===== src/rtl/core/vdg_ram.sv =====
module vdg_ram #(
  parameter int Width = 8,
  parameter int Depth = 256
) (
  input  logic                     clk_i,
  input  logic                     we_i,
  input  logic [$clog2(Depth)-1:0] waddr_i,
  input  logic [Width-1:0]         wdata_i,
  input  logic [$clog2(Depth)-1:0] raddr_i,
  output logic [Width-1:0]         rdata_o
);

  logic [Width-1:0] mem_q [Depth];

  always_ff @(posedge clk_i) begin
    if (we_i) begin
      mem_q[waddr_i] <= wdata_i;
    end
    rdata_o <= mem_q[raddr_i];
  end

endmodule


===== config.mk =====
export PLATFORM = sky130hd
export DESIGN_NAME = vdg_ram
export DESIGN_NICKNAME = d
export VERILOG_FILES = /design/src/rtl/core/vdg_ram.sv
export SDC_FILE = /design/constraint.sdc
export NUM_CORES = 2
export LEC_CHECK = 0
export BUFFER_PORTS_ARGS = -buffer_cell sky130_fd_sc_hd__buf_2
export CORE_MARGIN = 3
export CORE_UTILIZATION = 40
export CTS_CLUSTER_SIZE = 25
export DETAILED_ROUTE_END_ITERATION = 10
export PLACE_DENSITY = 0.54
export SLEW_MARGIN = 40
export SYNTH_ARGS = -nofsm -noshare
export SYNTH_HDL_FRONTEND = slang
export SYNTH_SLANG_ARGS = --single-unit

===== constraint.sdc =====
create_clock -name clk_i -period 2.65 [get_ports clk_i]
set_clock_uncertainty 0.2 [all_clocks]
set_input_delay 0.265 -clock clk_i [delete_from_list [all_inputs] [get_ports clk_i]]
set_output_delay 0.265 -clock clk_i [all_outputs]
set_load 0.02 [all_outputs]

==> reports/qor_table.md <==
| Group | Parameter | This run |
|---|---|---|
| setup path | Highest fanout seen on the critical path | 1 |
| logic synthesis | Distinct cell type count after synthesis | 55 |
| timing | Hold WS | 0.125 ns |
| logic synthesis | Share of synthesized flip-flops with an asynchronous set or reset | 0% |
| global routing | Maximum number of pins on one net before global-route repair | 99 |
| timing | Setup-violating endpoint count in the final report | 0 |
| clock network | Clock latency of the later-clocked register in the worst-skew pair | 0.85 ns |
| logic synthesis | EDFF count, synth | 2048 |
| clock network | Number of buffers on the longest clock path | 3 |
| logic synthesis | Portion of synthesized cell area occupied by the leading cell type | 77.3% |
| finish | Multi-input gate area | 0.0166 mm2 |
| setup path | Largest stage delay on the critical path | 0.54 ns |
| global routing | Met3 GRT Util | 3.36% |
| power | Switching fraction of total power | 21.4% |
| worst hold path | Worst Min Path Start | we_i |
| global routing | Via count of the first global-routing pass | 41274 |
| finish | Total Nets Final | 4445 |
| logic synthesis | Most common cell in the synthesized netlist | edfxtp_1 |
| power | Final Total Pwr | 69.4 mW |
| placement | Detail Placement HPWL | 139000 um |
| finish | Area growth from synthesis to layout | 19.3% |
| power | Fraction of power consumed by sequential logic | 51.7% |
| timing | Setup_tns | 0 ns |
| setup path | Worst Reg-to-Reg Cells | 7 |
| routing | DRC violation count after routing | 0 |
| placement | Area after DPL | 0.0878 mm2 |
| timing | Transition at the pin with the smallest max-transition slack | 0.830 ns |
| placement | Count of input and output buffers | 33 |
| logic synthesis | Top post-synthesis cells by count | edfxtp_1, mux4_2, nor2_1, mux2i_1, a22oi_1 |
| clock network | Clock slew at the register clock pins of the worst setup and hold paths | 0.06 ns |
| setup path | Arrival @ worst endpoint | 3.08 ns |
| finish | Seq. cell area | 0.0617 mm2 |
| floorplanning | Area of the core | 0.198 mm2 |
| setup path | Reg2reg start | mem_q[67][3] |
| timing | Setup slack of the critical path after layout | 0.0565 ns |
| logic synthesis | Cell types with the largest area share after synthesis | edfxtp_1, mux4_2, mux2i_1 |
| timing | Maximum achievable frequency | 0.386 GHz |
| power | Power per Cell Area | 731 mW/mm2 |
| floorplanning | Number of placement rows | 163 |
| logic synthesis | Number of warnings issued by yosys | 0 |
| global routing | Initial antenna violation count | 12 |
| finish | Post-layout utilization of the core | 48.0% |
| worst hold path | Hold depth | 4 |
| power | Portion of total power attributed to the clock network | 42.8% |
| timing | RSZ-0062 raised after global routing | false |
| clock network | CTS tree | built |
| routing | Total Routed Length | 213000 um |
| placement | Post-placement cell count | 6831 |
| setup path | Critical-path cell with the highest stage delay | mux4_2 |
| floorplanning | Boundary Pins | 34 |
| worst hold path | Sink of the worst hold path | mem_q[254][0] |
| floorplanning | Starting Density | 40.3% |
| routing | Pre-antenna DRT Iters | 5 |
| routing | Remaining antenna violation count | 0 |
| setup path | Worst setup SP type | flop |
| finish | Number of standard cells in the final layout excluding fillers | 7232 |
| logic synthesis | Cell area after synthesis | 0.0796 mm2 |
| logic synthesis | Number of instances in the synthesized netlist | 3733 |
| global routing | Busiest grt layer | met2 |
| setup path | Worst setup EP type | flop |
| global routing | Global-route wire length before repair | 306000 um |
| logic synthesis | Post-synth top area cell | edfxtp_1 |
| timing | Final hold violations | 0 |
| global routing | Met2 Use GR | 33.9% |
| floorplanning | Vert. Die Dim | 452 um |
| finish | Area of all placed cells without fillers | 0.0949 mm2 |
| clock network | CTS Root Cell | clkbuf_16 |
| job | Maxcap violations | 0 |
| timing | Pins Over Slew Limit | 0 |
| clock network | Inserted Clock Buffers | 209 |
| setup path | Required @ worst endpoint | 3.14 ns |
| power | Switching pwr | 14.9 mW |
| global routing | Combined global-route utilization of all metal layers | 20.9% |
| power | Leak Pwr | 30.6 nW |
| logic synthesis | Post-Syn Area per Cell | 21.3 um2 |
| routing | Wire length per cell | 29.5 um |
| placement | Worst-case setup slack after placement | -0.830 ns |
| logic synthesis | Post-Synthesis Net Count | 3759 |
| setup path | Cells traversed along the worst timing path | mux4_2, a22o_1, a221oi_1, o32ai_1, nor3_1, buf_4, nor4_1 |
| setup path | Minimum setup slack among reg-to-reg paths | 0.06 ns |
| clock network | Number of sinks driven by the clock tree | 2056 |
| logic synthesis | Share of synthesized area occupied by flip-flops and latches | 77.5% |
| routing | Count of vias placed by the detailed router | 40435 |
| power | Internal Dissipation | 54.6 mW |
| logic synthesis | Register bit total from synthesis | 2056 |
| floorplanning | Die span in x | 452 um |
| finish | Ratio of cells with drive above 1 in the final layout | 32.5% |
| timing | Slew HR | 44.5% |
| floorplanning | Area of the die | 0.204 mm2 |
| timing | Fraction of the cycle the final worst path needs | 97.9% |
| clock network | Number of H-tree branching levels | 4 |
| power | Peak VDD IR | 0.695 mV |
| logic synthesis | Prevailing post-synth register cell | edfxtp_1 |
| power | Share of power burned in combinational logic | 5.5% |
| run status | Status | complete, no violations |
| global routing | Grt total ovfl | 0 |
| timing | Minimum clock period after layout | 2.59 ns |
| routing | First-iteration detailed-routing DRC count | 4092 |
| setup path | Capture instance of the worst register-to-register path | rdata_o[3] |
| setup path | Classification of the worst setup path | reg -> reg |
| finish | Filler instances | 16268 |
| placement | GP Congestion | 0.833 |
| worst hold path | Min-delay worst type | in -> reg |
| routing | Mean number of vias per cell | 5.59 |
| global routing | Met1 Use GR | 29.4% |
[worst max path at each step]
stage / from / end / slack, ns / cells after the start
floorplan: raddr_i[0] / rdata_o[2] / 0.25 / 9
global placement: raddr_i[0] / rdata_o[5] / -1.02 / 10
detailed placement: raddr_i[0] / rdata_o[2] / -0.83 / 8
CTS: mem_q[192][0] / rdata_o[0] / 0.02 / 7
global route: mem_q[67][3] / rdata_o[3] / 0.005 / 7
finish: mem_q[67][3] / rdata_o[3] / 0.06 / 7
[cells by family after synthesis]
logic type             Yosys count  synth area share [%]
multiplexers                   591                  14.6
AO/OA/AOI/OAI                  385                  3.42
AND/OR/NAND/NOR                466                  2.63
buffers and inverters          235                  1.83
flip-flops                    2056                  77.5
[sequential cells by signal, indices dropped and copies added, names as in the netlist]
name     cells
rdata_o      8
mem_q     2048
[cell usage in the layout, fill, tap and decap left out, drive strengths merged, types with 2 or more instances in the layout]
master       count
clkinv          86
a211oi          16
a2111oi          5
o32ai            5
nor2           282
or2              4
and3b            2
a21oi           96
edfxtp        2048
a22oi          133
a311oi           2
dfxtp            8
a221oi          14
and2             6
mux2i          134
mux4           456
o21ai           12
clkinvlp         3
nand4           10
bufinv          25
dlygate4sd3     17
nor4            27
clkbuf         257
diode            7
nand2b           8
nor2b           31
a22o             8
o22ai           28
buf            691
o221ai          47
nand2           33
nand3           34
o22a             5
nand3b           2
inv              8
nor3            22
a31oi            2
o211ai          10
[metal layers]
metal	vias to the layer above	wire length [um]
met3	276	12500
met5	-	0
li1	17088	-
met1	21738	90700
met4	0	5220
met2	1333	105000
[worst max-delay path, delay by kind of cell, from the launching register on]
kind,cells,cell delay [ns]
flops,1,0.35
mux,1,0.54
simple gates,2,0.30
compound gates,3,0.84
buf+inv,1,0.21
[area by class of cell]
| type | instances | share of cell area, % |
|---|---|---|
| timing repair buffer | 708 | 6.79 |
| tap | 2640 | 3.48 |
| multi-input combinational | 1442 | 17.5 |
| clock inverter | 120 | 1.46 |
| clock buffer | 257 | 5.80 |
| inverter | 2 | 0.00791 |
| antenna | 7 | 0.0185 |
| sequential | 2056 | 65.0 |
[power groups by stage]
stage | Sequential (mW) | Combinational [mW] | Clock (mW)
2_1_floorplan | 36.6 | 1.74 | 0
3_3_place_gp | 36.6 | 3.80 | 0
3_5_place_dp | 36.6 | 3.84 | 0
4_1_cts | 35.9 | 3.88 | 30.3
5_1_grt | 35.9 | 4.04 | 31.6
6_report | 35.9 | 3.82 | 29.7
[what timing repair did]
item / 4_1_cts / 5_1_grt
gates resized for setup: 8 / 5
buffers inserted: 0 / 0
hold buffers: 17 / 0
pin swaps: 1 / 1
hold endpoints to repair: 1922 / 0
setup endpoints to repair: 4 / 4
No activity file was read; power rests on OpenSTA's default activity.
